[config.mk]
export PLATFORM = sky130hd
export DESIGN_NAME = audio_loudness_leveler
export DESIGN_NICKNAME = d
export VERILOG_FILES = /design/src/alv_pkg.sv /design/src/alv_mult.sv /design/src/alv_div.sv /design/src/audio_loudness_leveler.sv
export SDC_FILE = /design/constraint.sdc
export NUM_CORES = 1
export LEC_CHECK = 0
export ABC_AREA = 1
export BUFFER_PORTS_ARGS = -buffer_cell sky130_fd_sc_hd__buf_2
export CORE_MARGIN = 2
export CORE_UTILIZATION = 62
export DETAILED_ROUTE_END_ITERATION = 16
export GPL_ROUTABILITY_DRIVEN = 0
export HOLD_SLACK_MARGIN = 0.02
export PLACE_DENSITY = 0.81
export SKIP_CTS_REPAIR_TIMING = 1
export SLEW_MARGIN = 5
export SYNTH_ARGS = -nofsm -noshare
export SYNTH_HDL_FRONTEND = slang
export SYNTH_SLANG_ARGS = --single-unit
[constraint.sdc]
create_clock -name clk_i -period 6.4 [get_ports clk_i]
set_clock_uncertainty 0.15 [all_clocks]
set_input_delay 1.28 -clock clk_i [delete_from_list [all_inputs] [get_ports clk_i]]
set_output_delay 1.28 -clock clk_i [all_outputs]
set_load 0.05 [all_outputs]
[src/alv_pkg.sv]
// alv_pkg: shared constants, types and state codes of the loudness leveler
// no dependencies; imported by alv_mult, alv_div and audio_loudness_leveler
package alv_pkg;

  localparam int unsigned SAMPLE_W = 16;
  localparam int unsigned GAIN_W   = 18;
  localparam int unsigned LEVEL_W  = 19;
  localparam int unsigned CFG_W    = 8;

  localparam logic [LEVEL_W-1:0] TARGET_LEVEL = 19'd2500;
  localparam logic [LEVEL_W-1:0] LEVEL_FLOOR  = 19'd512;
  localparam logic [GAIN_W-1:0]  UNITY_GAIN   = 18'd32768;
  localparam logic [GAIN_W-1:0]  GAIN_MAX     = 18'd160000;
  localparam int unsigned        DECAY_SHIFT  = 11;
  localparam logic [16:0]        PEAK_LIMIT   = 17'd8192;

  // multiplier: two gain bits per step
  localparam int unsigned MUL_STEPS = GAIN_W / 2;
  localparam int unsigned MUL_CNT_W = $clog2(MUL_STEPS);
  localparam int unsigned ACC_W     = SAMPLE_W + 3;

  // divider: quotient below 2^18 since the level is at least 512
  localparam logic [26:0] DIVIDEND  = 27'd81920000;
  localparam int unsigned DIV_STEPS = GAIN_W;
  localparam int unsigned DIV_CNT_W = $clog2(DIV_STEPS);

  typedef struct packed {
    logic busy;
    logic done;
  } unit_stat_t;

  typedef enum logic [3:0] {
    ST_IDLE = 4'b0001,
    ST_MUL  = 4'b0010,
    ST_DIV  = 4'b0100,
    ST_FIN  = 4'b1000
  } state_e;

endpackage

[src/alv_mult.sv]
// alv_mult: radix-4 serial multiplier, signed sample times unsigned Q15 gain
// two gain bits per cycle, yields bits 30:15 of the product; uses alv_pkg
module alv_mult (
  input  logic                           clk_i,
  input  logic                           rst_ni,
  input  logic                           start_i,
  input  logic signed [alv_pkg::SAMPLE_W-1:0] sample_i,
  input  logic [alv_pkg::GAIN_W-1:0]     gain_i,
  output logic signed [alv_pkg::SAMPLE_W-1:0] scaled_o,
  output alv_pkg::unit_stat_t            stat_o
);
  import alv_pkg::*;

  logic signed [ACC_W-1:0]    acc_q, acc_d;
  logic [GAIN_W-1:0]          low_q, low_d;
  logic signed [SAMPLE_W-1:0] mcand_q;
  logic [MUL_CNT_W-1:0]       cnt_q;
  logic                       busy_q, done_q;

  logic signed [ACC_W-1:0] m_ext, digit_prod, sum;

  always_comb begin
    m_ext = ACC_W'(mcand_q);
    case (low_q[1:0])
      2'd0:    digit_prod = '0;
      2'd1:    digit_prod = m_ext;
      2'd2:    digit_prod = m_ext <<< 1;
      2'd3:    digit_prod = m_ext + (m_ext <<< 1);
      default: digit_prod = '0;
    endcase
    sum   = acc_q + digit_prod;
    acc_d = sum >>> 2;
    low_d = {sum[1:0], low_q[GAIN_W-1:2]};
  end

  always_ff @(posedge clk_i or negedge rst_ni) begin
    if (!rst_ni) begin
      busy_q <= 1'b0;
      done_q <= 1'b0;
      cnt_q  <= '0;
    end else begin
      done_q <= 1'b0;
      if (start_i) begin
        busy_q <= 1'b1;
        cnt_q  <= '0;
      end else if (busy_q) begin
        cnt_q <= cnt_q + 1'b1;
        if (cnt_q == MUL_CNT_W'(MUL_STEPS - 1)) begin
          busy_q <= 1'b0;
          done_q <= 1'b1;
        end
      end
    end
  end

  always_ff @(posedge clk_i) begin
    if (start_i) begin
      acc_q   <= '0;
      low_q   <= gain_i;
      mcand_q <= sample_i;
    end else if (busy_q) begin
      acc_q <= acc_d;
      low_q <= low_d;
    end
  end

  // product = acc * 2^18 + low, keep bits 30:15
  assign scaled_o = {acc_q[12:0], low_q[GAIN_W-1:GAIN_W-3]};
  assign stat_o   = '{busy: busy_q, done: done_q};

endmodule

[src/alv_div.sv]
// alv_div: restoring serial divider, one quotient bit per cycle
// computes (2500 << 15) / level for a level of at least 512; uses alv_pkg
module alv_div (
  input  logic                        clk_i,
  input  logic                        rst_ni,
  input  logic                        start_i,
  input  logic [alv_pkg::LEVEL_W-1:0] divisor_i,
  output logic [alv_pkg::GAIN_W-1:0]  quotient_o,
  output alv_pkg::unit_stat_t         stat_o
);
  import alv_pkg::*;

  logic [LEVEL_W-1:0]   rem_q, dvs_q;
  logic [GAIN_W-1:0]    quo_q;
  logic [DIV_CNT_W-1:0] cnt_q;
  logic                 busy_q, done_q;

  logic [LEVEL_W:0] trial, diff;
  logic             fits;

  always_comb begin
    trial = {rem_q, quo_q[GAIN_W-1]};
    diff  = trial - {1'b0, dvs_q};
    fits  = (trial >= {1'b0, dvs_q});
  end

  always_ff @(posedge clk_i or negedge rst_ni) begin
    if (!rst_ni) begin
      busy_q <= 1'b0;
      done_q <= 1'b0;
      cnt_q  <= '0;
    end else begin
      done_q <= 1'b0;
      if (start_i) begin
        busy_q <= 1'b1;
        cnt_q  <= '0;
      end else if (busy_q) begin
        cnt_q <= cnt_q + 1'b1;
        if (cnt_q == DIV_CNT_W'(DIV_STEPS - 1)) begin
          busy_q <= 1'b0;
          done_q <= 1'b1;
        end
      end
    end
  end

  // upper dividend bits are already below any legal divisor
  always_ff @(posedge clk_i) begin
    if (start_i) begin
      rem_q <= LEVEL_W'(DIVIDEND[26:GAIN_W]);
      quo_q <= DIVIDEND[GAIN_W-1:0];
      dvs_q <= divisor_i;
    end else if (busy_q) begin
      rem_q <= fits ? diff[LEVEL_W-1:0] : trial[LEVEL_W-1:0];
      quo_q <= {quo_q[GAIN_W-2:0], fits};
    end
  end

  assign quotient_o = quo_q;
  assign stat_o     = '{busy: busy_q, done: done_q};

endmodule

[src/audio_loudness_leveler.sv]
// audio_loudness_leveler: top level, sequencer, level tracker, output register
// depends on alv_pkg, alv_mult and alv_div
//
// usage:
//   input channel (in_valid_i / in_stall_o) carries sample_in_i, update_phase_i
//   and restart_i; one result per transfer leaves on the output channel
//   (out_valid_o / out_stall_i) as sample_out_o and gain_now_o.
//   cfg_valid_i / cfg_ready_o writes loudness_level; ready is always high.
//   path per item, from input transfer to output valid:
//     leveling off: straight to the finish state
//     leveling on, phase nonzero: the radix-4 multiplier, then the finish state
//     leveling on, phase zero: as above, but adds 18 divider steps and a hand-off
//   one item is in work at a time; the input stalls while it runs, so
//   the next transfer is taken only once the sequencer is back in idle.
//   the output register holds a finished result while the receiver stalls,
//   and the next item is already taken and worked on; it waits at the end
//   only if the output register is still full.
//   reset: leveling off, average 2500, gain 32768, output empty.
//   a restart item sets average and gain back before it is processed.
module audio_loudness_leveler #(
  parameter int unsigned PHASE_BITS = 7
) (
  input  logic                                clk_i,
  input  logic                                rst_ni,
  input  logic                                cfg_valid_i,
  output logic                                cfg_ready_o,
  input  logic [alv_pkg::CFG_W-1:0]           cfg_data_i,
  input  logic                                in_valid_i,
  output logic                                in_stall_o,
  input  logic signed [alv_pkg::SAMPLE_W-1:0] sample_in_i,
  input  logic [PHASE_BITS-1:0]               update_phase_i,
  input  logic                                restart_i,
  output logic                                out_valid_o,
  input  logic                                out_stall_i,
  output logic signed [alv_pkg::SAMPLE_W-1:0] sample_out_o,
  output logic [alv_pkg::GAIN_W-1:0]          gain_now_o
);
  import alv_pkg::*;

  state_e                 state_q;
  logic [CFG_W-1:0]       loud_q;
  logic [LEVEL_W-1:0]     avg_q;
  logic [GAIN_W-1:0]      gain_q;
  logic                   out_valid_q;
  logic                   phase_zero_q;
  logic signed [SAMPLE_W-1:0] res_sample_q, out_sample_q;
  logic [GAIN_W-1:0]      out_gain_q;

  logic                   accept, enabled, mul_start, div_start, out_free;
  logic [GAIN_W-1:0]      mul_gain;
  logic signed [SAMPLE_W-1:0] scaled;
  logic [GAIN_W-1:0]      quotient;
  unit_stat_t             mul_stat, div_stat;

  logic [16:0]            mag;
  logic [LEVEL_W-1:0]     mag_w, lvl_raw, lvl;
  logic [30:0]            decay_sum;

  assign enabled     = (loud_q != '0);
  assign in_stall_o  = (state_q != ST_IDLE);
  assign accept      = in_valid_i && !in_stall_o;
  assign cfg_ready_o = 1'b1;
  assign out_free    = !out_valid_q || !out_stall_i;

  assign mul_gain  = restart_i ? UNITY_GAIN : gain_q;
  assign mul_start = accept && enabled;
  assign div_start = (state_q == ST_MUL) && mul_stat.done && phase_zero_q;

  // magnitude, peak weighting, 1/2048 decay of the average and floor clamp
  always_comb begin
    mag       = scaled[SAMPLE_W-1] ? 17'(-{scaled[SAMPLE_W-1], scaled})
                                   : 17'({scaled[SAMPLE_W-1], scaled});
    mag_w     = (mag >= PEAK_LIMIT) ? LEVEL_W'({mag, 3'b000}) : LEVEL_W'(mag);
    decay_sum = ({12'd0, avg_q} << DECAY_SHIFT) - {12'd0, avg_q} + {12'd0, mag_w};
    lvl_raw   = decay_sum[DECAY_SHIFT +: LEVEL_W];
    lvl       = (lvl_raw < LEVEL_FLOOR) ? LEVEL_FLOOR : lvl_raw;
  end

  alv_mult u_mult (
    .clk_i    (clk_i),
    .rst_ni   (rst_ni),
    .start_i  (mul_start),
    .sample_i (sample_in_i),
    .gain_i   (mul_gain),
    .scaled_o (scaled),
    .stat_o   (mul_stat)
  );

  alv_div u_div (
    .clk_i      (clk_i),
    .rst_ni     (rst_ni),
    .start_i    (div_start),
    .divisor_i  (lvl),
    .quotient_o (quotient),
    .stat_o     (div_stat)
  );

  always_ff @(posedge clk_i or negedge rst_ni) begin
    if (!rst_ni) begin
      state_q     <= ST_IDLE;
      loud_q      <= '0;
      avg_q       <= TARGET_LEVEL;
      gain_q      <= UNITY_GAIN;
      out_valid_q <= 1'b0;
    end else begin
      if (cfg_valid_i) begin
        loud_q <= cfg_data_i;
      end
      // in the finish state a leaving result is replaced by the next one
      if (out_valid_q && !out_stall_i && (state_q != ST_FIN)) begin
        out_valid_q <= 1'b0;
      end
      case (state_q)
        ST_IDLE: begin
          if (accept) begin
            if (restart_i) begin
              avg_q  <= TARGET_LEVEL;
              gain_q <= UNITY_GAIN;
            end
            state_q <= enabled ? ST_MUL : ST_FIN;
          end
        end
        ST_MUL: begin
          if (mul_stat.done) begin
            if (phase_zero_q) begin
              avg_q   <= lvl;
              state_q <= ST_DIV;
            end else begin
              state_q <= ST_FIN;
            end
          end
        end
        ST_DIV: begin
          if (div_stat.done) begin
            gain_q  <= quotient;
            state_q <= ST_FIN;
          end
        end
        ST_FIN: begin
          if (out_free) begin
            out_valid_q <= 1'b1;
            state_q     <= ST_IDLE;
          end
        end
        default: state_q <= ST_IDLE;
      endcase
    end
  end

  always_ff @(posedge clk_i) begin
    if (accept) begin
      phase_zero_q <= (update_phase_i == '0);
      res_sample_q <= sample_in_i;
    end
    if ((state_q == ST_MUL) && mul_stat.done) begin
      res_sample_q <= scaled;
    end
    if ((state_q == ST_FIN) && out_free) begin
      out_sample_q <= res_sample_q;
      out_gain_q   <= gain_q;
    end
  end

  assign out_valid_o  = out_valid_q;
  assign sample_out_o = out_sample_q;
  assign gain_now_o   = out_gain_q;

  assert property (@(posedge clk_i) disable iff (!rst_ni) gain_q <= GAIN_MAX)
    else $error("gain above its bound");

  assert property (@(posedge clk_i) disable iff (!rst_ni) avg_q >= LEVEL_FLOOR)
    else $error("average below floor");

  assert property (@(posedge clk_i) disable iff (!rst_ni)
                   mul_stat.done |-> (state_q == ST_MUL))
    else $error("multiplier done outside multiply phase");

  assert property (@(posedge clk_i) disable iff (!rst_ni)
                   div_stat.done |-> (state_q == ST_DIV))
    else $error("divider done outside divide phase");

  assert property (@(posedge clk_i) disable iff (!rst_ni)
                   (accept && !enabled) |=> (state_q == ST_FIN))
    else $error("bypass item did not go straight to output");

  assert property (@(posedge clk_i) disable iff (!rst_ni)
                   !(mul_stat.busy && div_stat.busy))
    else $error("multiplier and divider busy together");

endmodule
Word level (Yosys, flattened, before mapping)

Cells that the tools add are included.

Register bits: 221
Input port bits: 37
Output and inout bits: 37
Word-level logic and storage cells: 115

$add $sub $neg: 8
Magnitude comparators: 3
Equality and inequality tests: 17
Mux-type cells: 44
Reductions and logical operators: 22

Operator list:

| operator             | number |
|---|---|
| $mux 19              | 7 |
| $mux 18              | 5 |
| $pmux 19 s4          | 1 |
| $pmux 19 s2          | 1 |
| $pmux 18 s2          | 1 |
| $mux 16              | 2 |
| $mux 4               | 8 |
| $add 30x19->30       | 1 |
| $sub 30x19->30       | 1 |
| $ge 20x19->1         | 1 |
| $add 17x19->19       | 1 |
| $lt 19x10->1 const B | 1 |
| $sub 19x19->19       | 1 |
| $add 16x17->18       | 1 |
| $ge 17x14->1 const B | 1 |
| $mux 17              | 1 |
| $neg 17->17          | 1 |
| $pmux 4 s4           | 1 |
| $mux 1               | 15 |
| $mux 5               | 2 |
| $reduce_bool 2->1    | 5 |
| $eq 4x4->1 const B   | 2 |
| $ne 2x2->1 const B   | 4 |
| $reduce_bool 8->1    | 1 |
| 19 further kinds     | 29 |

Depth between registers and ports, before layout

Gate-level depths: netlist of the first run.

Word-level depth: 10
Gate-level depth with buffers: 34
Mapped depth without buffers: 33

Hierarchy

Synthesis of the first run repeated with hierarchy kept, for this count alone.

Cells, all modules: 1,962
Area total of the unflattened synthesis: 14,771.7 sq um

By module, submodules not included:

| module                 | times used | cells each | area an instance (sq um) | sequential area each (sq um) |
|---|---|---|---|---|
| audio_loudness_leveler | 1          | 861        | 6,820.3                  | 2,791.4 |
| alv_mult               | 1          | 621        | 4,352.9                  | 1,511.4 |
| alv_div                | 1          | 480        | 3,598.5                  | 1,486.4 |

Least setup slack after synthesis of the first run

Ideal clock, no wire load.

Kind: flip-flop to flip-flop
Start point: register u_mult.low_q[15]
End point: register u_div.dvs_q[1], data pin
Library setup time: 0.258 ns
Arrival time: 4.212 ns
Required time: 5.992 ns
Setup slack: 1.780 ns
Cell stages (with the launch flop): 32
Buffers on the path: 2
Period minus slack after synthesis: 4.620 ns
Cells stage by stage: edfxtp_1 > inv_1 > ha_1 > inv_1 > nor2_1 > nand2_1 > o21bai_2 > nand3_1 > nand2_1 > nor2_2 > nand2_1 > clkbuf_1 > nand2_1 > fa_1 > inv_1 > ha_1 > a21oi_1 > inv_1 > a31oi_1 > o21a_1 > nor2_1 > a311oi_1 > nand2_1 > nand2_1 > nand2_1 > nor2_1 > nand4_1 > nor2_1 > nand2_2 > buf_6 > inv_2 > nor2_1

Longest elaborated chain between the ends: 7

Ends and longest elaborated chain:

| item                   | RTL line                     | text |
|---|---|---|
| start, declared        | alv_mult.sv:15               | `logic [GAIN_W-1:0] low_q, low_d;` |
| start signal, assigned | alv_mult.sv:59               | `low_q <= gain_i;` |
| start signal, assigned | alv_mult.sv:63               | `low_q <= low_d;` |
| $neg 17->17            | audio_loudness_leveler.sv:71 | `mag = scaled[SAMPLE_W-1] ? 17'(-{scaled[SAMPLE_W-1], scaled})` |
| $mux 17 *              | audio_loudness_leveler.sv:71 |  |
| $ge 17x14->1           | audio_loudness_leveler.sv:73 | `mag_w = (mag >= PEAK_LIMIT) ? LEVEL_W'({mag, 3'b000}) : LEVEL_W'(mag);` |
| $mux 19 *              | audio_loudness_leveler.sv:73 |  |
| $add 30x19->30 *       | audio_loudness_leveler.sv:74 | `decay_sum = ({12'd0, avg_q} << DECAY_SHIFT) - {12'd0, avg_q} + {12'd0, mag_w};` |
| $lt 19x10->1           | audio_loudness_leveler.sv:76 | `lvl = (lvl_raw < LEVEL_FLOOR) ? LEVEL_FLOOR : lvl_raw;` |
| $mux 19 *              | audio_loudness_leveler.sv:76 |  |
| net lvl[1]             | audio_loudness_leveler.sv:56 | `logic [LEVEL_W-1:0] mag_w, lvl_raw, lvl;` |
| end signal, assigned   | alv_div.sv:52                | `dvs_q <= divisor_i;` |
| end, declared          | alv_div.sv:13                | `logic [LEVEL_W-1:0] rem_q, dvs_q;` |

Mark *: on every way through the listed nets, which the timed path passes. The rest lies on a longest branch.
A chain may end at the register's enable or synchronous reset.

Worst setup path after layout of the first run

Start point: register u_mult.low_q[15]
End point: register u_div.dvs_q[4], data pin

Same word-level chain as after synthesis.

==> metrics.md, run 1 <==
| Metric | Value |
|---|---|
| Maxcap violations | 0 |
| Fraction of registers with async set/reset | 0.2851 |
| Worst r2r path cells | 29 |
| H-Tree Depth | 1 |
| Highest Clock Rate | approximately 0.18 GHz |
| Arr. time, crit path | 5640 ps |
| Hold Startpoint | res_sample_q[5] |
| DRT iter0 DRCs | 970 |
| Final Hold Vio Count | 0 |
| Cell area after synthesis | between 0.01 and 0.015 mm2 |
| Final setup violation count | 0 |
| Initial core utilization | 0.6282 |
| Slew Viols, Final | 0 |
| Crit path kind | reg -> reg |
| Crit-path most repeated cell | nor2_1 |
| RSZ-0062 raised after global routing | false |
| Placed cells | 1984 |
| RR Startpoint | u_mult.low_q[15] |
| Critical path origin | u_mult.low_q[15] |
| Post-Syn Instances | roughly 1700 |
| Ranking of synthesized cells by area | edfxtp_1 23%, dfrtp_1 10%, ha_1 8.6% |
| CP bufs+invs | 4 |
| Gr usage total | 0.2856 |
| Fin crit period | 5525 ps |
| Slew margin rel. | 0.2384 |
| GRT overflow | 0 |
| CP Launch Type | flop |
| Max FO, Critical Path | 14 |
| Cell family with most CP delay | simple AND/OR/NAND/NOR gates |
| Yosys warns | 0 |
| Area leader, netlist | edfxtp_1 |
| CTS Buf Count | 25 |
| EDFF count, synth | ~100 |
| First-pass iteration count of the detailed router | 6 |
| Placed wire-length estimate | roughly 25000 um |
| Diode count | 0 |
| Clk Latency, worst-skew pair | between 500 and 600 ps |
| Post-Route WL | ~33000 um |
| Synth-to-Final Area Change | 10.43% |
| WL/cell | ~16 um |
| Top-count cell post-synth | nand2_1 |
| Final setup TNS | 0 ps |
| Syn avg cell area | about 8.2 um2 |
| Largest stage delay, worst path | roughly 470 ps |
| Via count | about 12000 |
| Hold path depth | 0 |
| Die Height | about 150 um |
| First-pass GRT wire length | between 50000 and 60000 um |
| Total clock sinks | roughly 220 |
| Vias per cell | a little under 6 |
| Critical Path RT | between 6000 and 7000 ps |
| Final routed DRC violation total | 0 |
| Sequential share of the synthesized area | 0.4236 |
| Top post-synthesis cells by count | 308 x nand2_1, 276 x inv_1, 133 x o21ai_0 |
| Nets | 1873 |
| Worst slew pin tran | about 1100 ps |
| Final Cycle Share | 0.8634 |
| CTS tree | done |
| Post-DRT Antenna Nets | 0 |
| Largest net degree at the start of global routing | 64 |
| Die ar. | between 0.02 and 0.025 mm2 |
| Clock root cell | clkbuf_16 |
| Max clock buf depth | 3 |
| Share of layout cells above drive strength 1 | 0.1040 |
| Fill cells | about 1700 |
| Worst hold path class | reg -> reg |
| Core ar. | roughly 0.022 mm2 |
| Syn nets | 1807 |
| Ports | 74 |
| Initial antenna violation count | 0 |
| Outcome | completed |
| Vias in the first global route | 11580 |
| CP Capture Type | flop |
| Buffers on Ports | 72 |
| Die Wd | approximately 150 um |
| Clock slew at reported path FFs | ~70 ps |
| WP depth | 29 |
| Yosys cell types | 60 |
| Seq cells post-synth | approximately 220 |
| Main synth FF type | edfxtp_1 |
| Site row count | 54 |
| Slowest stage cell, crit path | fa_1 |
| Post-synth top area share | 0.2285 |
| Layout Cells excl Fill | 2030 |
-- state kept, by name, indices dropped and copies added (netlist names), 17 cells and up --
signal and flops:
u_mult.acc_q 17, gain_q 18, u_div.dvs_q 19, u_mult.low_q 18, avg_q 19, u_div.rem_q 19
u_div.quotient_o 18, gain_now_o 18
-- cell families (layout without fill, tap and decap cells) --
family / Yosys count / in the layout / share of synthesized area
AO/OA/AOI/OAI: 385 / 385 / 0.1678
XOR/XNOR: 44 / 44 / 0.02819
adder cells (fa/ha/maj): 105 / 105 / 0.1022
buffers and inverters: 321 / 406 / 0.09017
flip-flops: 221 / 221 / 0.4236
multiplexers: 8 / 8 / 0.006500
other: 1 / 1 / 0.0002744
AND/OR/NAND/NOR: 580 / 580 / 0.1813
-- layout by cell type, fill, tap and decap left out, drive strengths merged, types with 8 or more instances in the layout --
master	count
nand2	329
inv	284
o21ai	141
nor2	138
a21oi	107
edfxtp	104
ha	94
buf	76
nand3	58
dfrtp	56
dfxtp	54
clkbuf	33
xor2	32
o211ai	27
nor3	24
a22oi	19
o31ai	16
a31oi	12
o221ai	12
xnor2	12
o22ai	11
fa	11
clkinv	11
nand4	9
o21a	8
o21bai	8
-- worst paths after layout --
| kind | end | slack [ps] |
|---|---|---|
| worst max-delay path | u_div.dvs_q[4] | 870 |
| worst min-delay path | sample_out_o[5] | 270 |
| worst max register to register | u_div.dvs_q[4] | 870 |
| worst min register to register | sample_out_o[5] | 270 |
| max in group asynchronous | avg_q[10] | 4730 |
| min in group asynchronous | gain_q[9] | 800 |
-- area by class of cell --
type | instances | area [um2] | area share
clock buffer | 33 | 706.9 | 0.04684
timing repair buffer | 76 | 390.4 | 0.02586
multi-input combinational | 1123 | 6658 | 0.4411
sequential | 221 | 5789 | 0.3836
clock inverter | 13 | 132.6 | 0.008787
tap | 280 | 350.3 | 0.02321
inverter | 284 | 1066 | 0.07063
-- per-layer routing --
metal  up-vias  share of wire  global-route usage
met5         -              0                   0
met4         0          0.047              0.1380
met3       113          0.067             0.03868
met2       480           0.47              0.4758
met1      5442           0.42              0.3709
li1       5728              -                   -
-- metrics by stage --
stage	cell area (um2)	hold WS, ps	setup slack (ps)	util
finish	15090	269.1	874.5	0.6938
global route	15090	277.9	383.8	0.6938
CTS	15090	267.7	971.6	0.6938
detailed placement	14250	254.5	997.5	0.6552
global placement	14250	252.5	1245	0.6552
floorplan	13670	250.3	1780	-
Power of run 1 is not shown: default switching activity piles up to over one toggle a cycle in this logic, so the estimate is an artifact.
==> inputs of run 2 (changes only) <==
--- a/config.mk
+++ b/config.mk
@@ -7,13 +7,16 @@
 export LEC_CHECK = 0
 export ABC_AREA = 1
 export BUFFER_PORTS_ARGS = -buffer_cell sky130_fd_sc_hd__buf_2
+export CAP_MARGIN = 20
 export CORE_MARGIN = 2
 export CORE_UTILIZATION = 62
+export CTS_BUF_LIST = sky130_fd_sc_hd__clkbuf_16
 export DETAILED_ROUTE_END_ITERATION = 16
 export GPL_ROUTABILITY_DRIVEN = 0
 export HOLD_SLACK_MARGIN = 0.02
 export PLACE_DENSITY = 0.81
 export SKIP_CTS_REPAIR_TIMING = 1
+export SKIP_LAST_GASP = 1
 export SLEW_MARGIN = 5
 export SYNTH_ARGS = -nofsm -noshare
 export SYNTH_HDL_FRONTEND = slang
==> metrics.md, run 2 (synthesized netlist as in run 1, its figures left out) <==
| Metric | Value |
|---|---|
| Final Hold Vio Count | 0 (unchanged) |
| GRT overflow | 0 (unchanged) |
| Clk Latency, worst-skew pair | 530 ps (about the same) |
| Clock slew at reported path FFs | 70 ps (about the same) |
| Largest stage delay, worst path | 470 ps (about the same) |
| Worst slew pin tran | 1042 ps (-97.83 ps) |
| Nets | 1874 (+0.053%) |
| First-pass GRT wire length | 55160 um (about the same) |
| Post-Route WL | 33360 um (about the same) |
| Buffers on Ports | 72 (unchanged) |
| First-pass iteration count of the detailed router | 8 (+2) |
| DRT iter0 DRCs | 1090 (+12%) |
| Setup WS post-layout | 868.6 ps (-5.976 ps) |
| Synth-to-Final Area Change | 10.35% (about the same) |
| Worst hold path class | reg -> reg |
| Highest Clock Rate | 0.1808 GHz (-0.11%) |
| Fin crit period | 5531 ps (+5.976 ps) |
| Outcome | completed |
| Die Height | 152.5 um (unchanged) |
| H-Tree Depth | 1 (unchanged) |
| Clock root cell | clkbuf_16 |
| Final setup violation count | 0 (unchanged) |
| Arr. time, crit path | 5640 ps (about the same) |
| Min Hold Slack | 269.6 ps (+0.4550 ps) |
| Final routed DRC violation total | 0 (unchanged) |
| CP Capture Type | flop |
| Pre-CTS setup slack | 997.5 ps (unchanged) |
| Slew margin rel. | 0.3036 (+0.06523) |
| Max clock buf depth | 3 (unchanged) |
| Final Cycle Share | 0.8643 (+0.0009338) |
| Vias per cell | 5.785 (-0.16%) |
| Diode count | 0 (unchanged) |
| Fin util | 0.6933 (about the same) |
| Critical Path RT | 6510 ps (about the same) |
| CTS tree | done |
| WL/cell | 16.43 um (about the same) |
| Max FO, Critical Path | 14 (unchanged) |
| Initial core utilization | 0.6282 (unchanged) |
| Crit-path most repeated cell | nor2_1 |
| Final setup TNS | 0 ps (unchanged) |
| Slew Viols, Final | 0 (unchanged) |
| Total clock sinks | 221 (unchanged) |
| Gr usage total | 0.2855 (about the same) |
| Placed wire-length estimate | 24680 um (unchanged) |
| Crit path kind | reg -> reg |
| CP Launch Type | flop |
| Vias in the first global route | 11570 (-0.10%) |
| Largest net degree at the start of global routing | 64 (unchanged) |
| Core ar. | 0.02176 mm2 (unchanged) |
| Share of layout cells above drive strength 1 | 0.1028 (-0.001202) |
| Post-DRT Antenna Nets | 0 (unchanged) |
| Site row count | 54 (unchanged) |
| Ports | 74 (unchanged) |
| RSZ-0062 raised after global routing | false |
| Die Wd | 152.5 um (unchanged) |
| Commonest non-fill, non-tap cells in the layout | 308 x nand2_1, 280 x inv_1, 133 x o21ai_0 |
| Commonest non-fill, non-tap cell in the layout | nand2_1 |
| Initial antenna violation count | 0 (unchanged) |
| Maxcap violations | 0 (unchanged) |
| Die ar. | 0.02325 mm2 (unchanged) |
| Top Registers | avg_q: 19 flops, u_div.dvs_q: 19 flops, u_div.rem_q: 19 flops |
| CTS Buf Count | 25 (unchanged) |
| Via count | 11750 (-0.11%) |
| Slowest stage cell, crit path | fa_1 |
run 2: final cells by class:
class                           count  area (um2)
Clock buffer                       26       650.6
Clock inverter                     20       158.9
Fill cell                        1723        6673
Inverter                          284        1066
Multi-Input combinational cell   1123        6658
Sequential cell                   221        5789
Tap cell                          280       350.3
Timing Repair Buffer               77       410.4
run 2: worst paths after layout:
path / depth (start not counted) / slack (ps) / from / endpoint
worst max-delay path: 29 / 870 / u_mult.low_q[15] / u_div.dvs_q[4]
worst min-delay path: 0 / 270 / res_sample_q[5] / sample_out_o[5]
worst max register to register: 29 / 870 / u_mult.low_q[15] / u_div.dvs_q[4]
worst min register to register: 0 / 270 / res_sample_q[5] / sample_out_o[5]
max in group asynchronous: 2 / 4730 / rst_ni / avg_q[10]
min in group asynchronous: 2 / 800 / rst_ni / gain_q[9]
run 2: routing by layer:
metal / vias up / routed length (um) / part of all wire / GRT usage
met4: 0 / 1558 / 0.047 / 0.1380
met2: 454 / 15500 / 0.46 / 0.4755
li1: 5730 / - / - / -
met1: 5448 / 14230 / 0.43 / 0.3709
met3: 118 / 2075 / 0.062 / 0.03811
met5: - / 0 / 0 / 0
run 2: metrics by stage:
| step | instances | area [um2] |
|---|---|---|
| finish | 2031 | 15080 |
| global route | 2031 | 15080 |
| CTS | 2030 | 15060 |
| detailed placement | 1984 | 14250 |
| global placement | 1984 | 14250 |
| floorplan | 1665 | 13670 |
run 2: critical path: cells and delay by family, from the launching register on:
kind | cells | cell delay (ps)
adders and majority gates | 3 | 1020
AOI/OAI and AO/OA | 5 | 1150
and+or+nand+nor | 17 | 1850
DFF | 1 | 460
buffers and inverters | 4 | 600
Power of run 2 is left out for the same reason.
==> inputs of run 3 (changes only) <==
--- a/config.mk
+++ b/config.mk
@@ -5,7 +5,6 @@
 export SDC_FILE = /design/constraint.sdc
 export NUM_CORES = 1
 export LEC_CHECK = 0
-export ABC_AREA = 1
 export BUFFER_PORTS_ARGS = -buffer_cell sky130_fd_sc_hd__buf_2
 export CAP_MARGIN = 20
 export CORE_MARGIN = 2
==> metrics.md, run 3 <==
| Metric | Value |
|---|---|
| Final routed DRC violation total | 0 (unchanged) |
| Syn nets | 1464 (-19%) |
| Maxcap violations | 0 (unchanged) |
| Gr usage total | 0.2795 (-0.005917) |
| Sequential share of the synthesized area | 0.4380 (+0.01439) |
| Via count | 10230 (-13%) |
| Crit path kind | reg -> reg |
| CTS tree | done |
| Placed wire-length estimate | 22160 um (-10%) |
| Post-DRT Antenna Nets | 0 (unchanged) |
| RR Startpoint | u_mult.low_q[17] |
| Outcome | completed |
| Vias per cell | 6.092 (+5.3%) |
| Final Cycle Share | 0.9366 (+0.07233) |
| Yosys cell types | 75 (+25%) |
| Top Registers | avg_q: 19 flops, u_div.dvs_q: 19 flops, u_div.rem_q: 19 flops |
| Ports | 74 (unchanged) |
| Placed cells | 1631 (-18%) |
| Seq cells post-synth | 221 (unchanged) |
| Syn avg cell area | 9.999 um2 (+22%) |
| Yosys warns | 0 (unchanged) |
| Clock slew at reported path FFs | 60 ps (about the same) |
| Diode count | 0 (unchanged) |
| Core ar. | 0.02096 mm2 (-3.7%) |
| RSZ-0062 raised after global routing | false |
| Die Height | 150.0 um (-1.6%) |
| Commonest non-fill, non-tap cell in the layout | nor2_1 |
| Arr. time, crit path | 6110 ps (+470 ps) |
| Largest stage delay, worst path | 610 ps (+140 ps) |
| Largest net degree at the start of global routing | 64 (unchanged) |
| DRT iter0 DRCs | 724 (-34%) |
| Critical path origin | u_mult.low_q[17] |
| Max clock buf depth | 3 (unchanged) |
| Post-Route WL | 31180 um (-6.5%) |
| Share of layout cells above drive strength 1 | 0.1396 (+0.03680) |
| Max FO, Critical Path | 15 (+1) |
| First-pass GRT wire length | 50410 um (-8.6%) |
| Hold Startpoint | res_sample_q[0] |
| CTS Buf Count | 25 (unchanged) |
| Total clock sinks | 221 (unchanged) |
| Worst hold path class | reg -> reg |
| Crit-path cells | nor3_1 -> and4_4 -> o211ai_1 -> nand2_1 -> buf_4 -> mux2i_1 -> ha_1 -> ha_1 -> a21oi_1 -> o21ai_0 -> a2111oi_0 -> o21ai_0 -> a22oi_1 -> nand4_1 -> a222oi_1 -> nand4b_1 -> nor4_2 -> and3_2 -> nor2_1 |
| Top-count cell post-synth | nor2_1 |
| Initial antenna violation count | 0 (unchanged) |
| Clock root cell | clkbuf_16 |
| Initial core utilization | 0.6308 (+0.002572) |
| EDFF count, synth | 104 (unchanged) |
| Commonest non-fill, non-tap cells in the layout | 113 x nor2_1, 108 x nand2_1, 104 x edfxtp_1 |
| Worst slew pin tran | 1087 ps (+45.28 ps) |
| Peak supply drop | 0.2738 mV |
| Clk Latency, worst-skew pair | 530 ps (about the same) |
| Main synth FF type | edfxtp_1 |
| Critical Path RT | 6510 ps (about the same) |
| Cell area after synthesis | 0.01322 mm2 (-3.3%) |
| Final setup TNS | 0 ps (unchanged) |
| Vias in the first global route | 9966 (-14%) |
| Die ar. | 0.02250 mm2 (-3.2%) |
| Final Hold Vio Count | 0 (unchanged) |
| First-pass iteration count of the detailed router | 5 (-3) |
| Area leader, netlist | edfxtp_1 |
| Nets | 1527 (-19%) |
| WL/cell | 18.57 um (+13%) |
| GRT overflow | 0 (unchanged) |
| Site row count | 53 (-1.9%) |
| Fraction of registers with async set/reset | 0.2851 (unchanged) |
| Slew margin rel. | 0.2751 (-0.02850) |
| LEAKAGE | about 6.6 nW |
| Pwr per Cell Area | roughly 550 mW/mm2 |
| CP Capture Type | flop |
| Layout Cells excl Fill | 1679 (-17%) |
| Buffers on Ports | 72 (unchanged) |
| Ranking of synthesized cells by area | edfxtp_1 24%, dfrtp_1 11%, ha_1 8.9% |
| Die Wd | 150.0 um (-1.6%) |
| Slew Viols, Final | 0 (unchanged) |
| H-Tree Depth | 1 (unchanged) |
| Synth-to-Final Area Change | 10.88% |
| CP Launch Type | flop |
| Post-Syn Instances | 1322 (-21%) |
| Slowest stage cell, crit path | a2111oi_0 |
| Top post-synthesis cells by count | 113 x nor2_1, 108 x nand2_1, 104 x edfxtp_1 |
| Post-synth top area share | 0.2363 (+0.007764) |
| Final setup violation count | 0 (unchanged) |
| Fin crit period | 5994 ps (+462.9 ps) |
| Highest Clock Rate | 0.1668 GHz (-7.7%) |
## run 3: kinds of logic (layout without fill, tap and decap cells)
kind of cell / count (synthesis) / count (layout) / share of synthesized area
simple gates: 386 / 386 / 0.1438
buf+inv: 144 / 226 / 0.04240
compound gates: 307 / 307 / 0.1539
mux: 87 / 87 / 0.06900
other cells: 1 / 1 / 0.0002837
xor+xnor: 71 / 71 / 0.04704
fa+ha+maj: 105 / 105 / 0.1056
flops: 221 / 221 / 0.4380
## run 3: per-layer routing
metal  track usage  up-vias  wire length, um  share of wire
li1              -     4910                -              -
met3       0.02470       63             1718          0.055
met5             0        -                0              0
met1        0.3907     4902            13990           0.45
met2        0.4555      354            14530           0.47
met4        0.1057        0              946          0.030
## run 3: per-stage QoR
| stage | power (mW) | cell area (um2) | setup slack (ps) | hold slack (ps) | util |
|---|---|---|---|---|---|
| 5_1_grt | 8.592 | 14660 | 48.90 | 265.7 | 0.6994 |
| 3_3_place_gp | 6.379 | 13840 | 576.2 | 251.6 | 0.6607 |
| 2_1_floorplan | 5.548 | 13220 | 708.9 | 247.9 | - |
| 6_report | 8.027 | 14660 | 405.6 | 265.0 | 0.6994 |
| 3_5_place_dp | 6.518 | 13840 | 440.1 | 256.2 | 0.6607 |
| 4_1_cts | 7.952 | 14640 | 366.9 | 263.6 | 0.6987 |
## run 3: final cells by class
class / count / area, um2
clock buffer: 25 / 625.6
tap: 275 / 344.1
inverter: 88 / 330.3
fill: 1535 / 6299
multi-input combinational: 957 / 6885
clock inverter: 21 / 170.2
sequential: 221 / 5791
timing repair buffer: 92 / 510.5
## run 3: worst paths after layout
kind / cells past startpoint / slack, ps / end
max: 19 / 410 / u_div.dvs_q[0]
min: 0 / 270 / sample_out_o[0]
max reg2reg: 19 / 410 / u_div.dvs_q[0]
min reg2reg: 0 / 270 / sample_out_o[0]
max in group asynchronous: 2 / 4630 / u_div.busy_q
min in group asynchronous: 2 / 810 / u_mult.cnt_q[2]
## run 3: where the power goes
part           leakage [nW]  internal [mW]  switching [mW]  total [mW]
registers              2.28           1.91           0.265        2.17
logic                  3.88           1.85            2.62        4.47
clock network         0.414          0.799           0.584        1.38
total                  6.57           4.56            3.47        8.03
## run 3: critical path, delay by kind of cell, from the launching register on
kind	cells	cell delay, ps
AO/OA/AOI/OAI	7	1960
adder cells (fa/ha/maj)	2	570
buffers and inverters	1	250
flip-flops	1	490
multiplexers	1	200
AND/OR/NAND/NOR	8	2090
(Power assumes the default switching activity.)
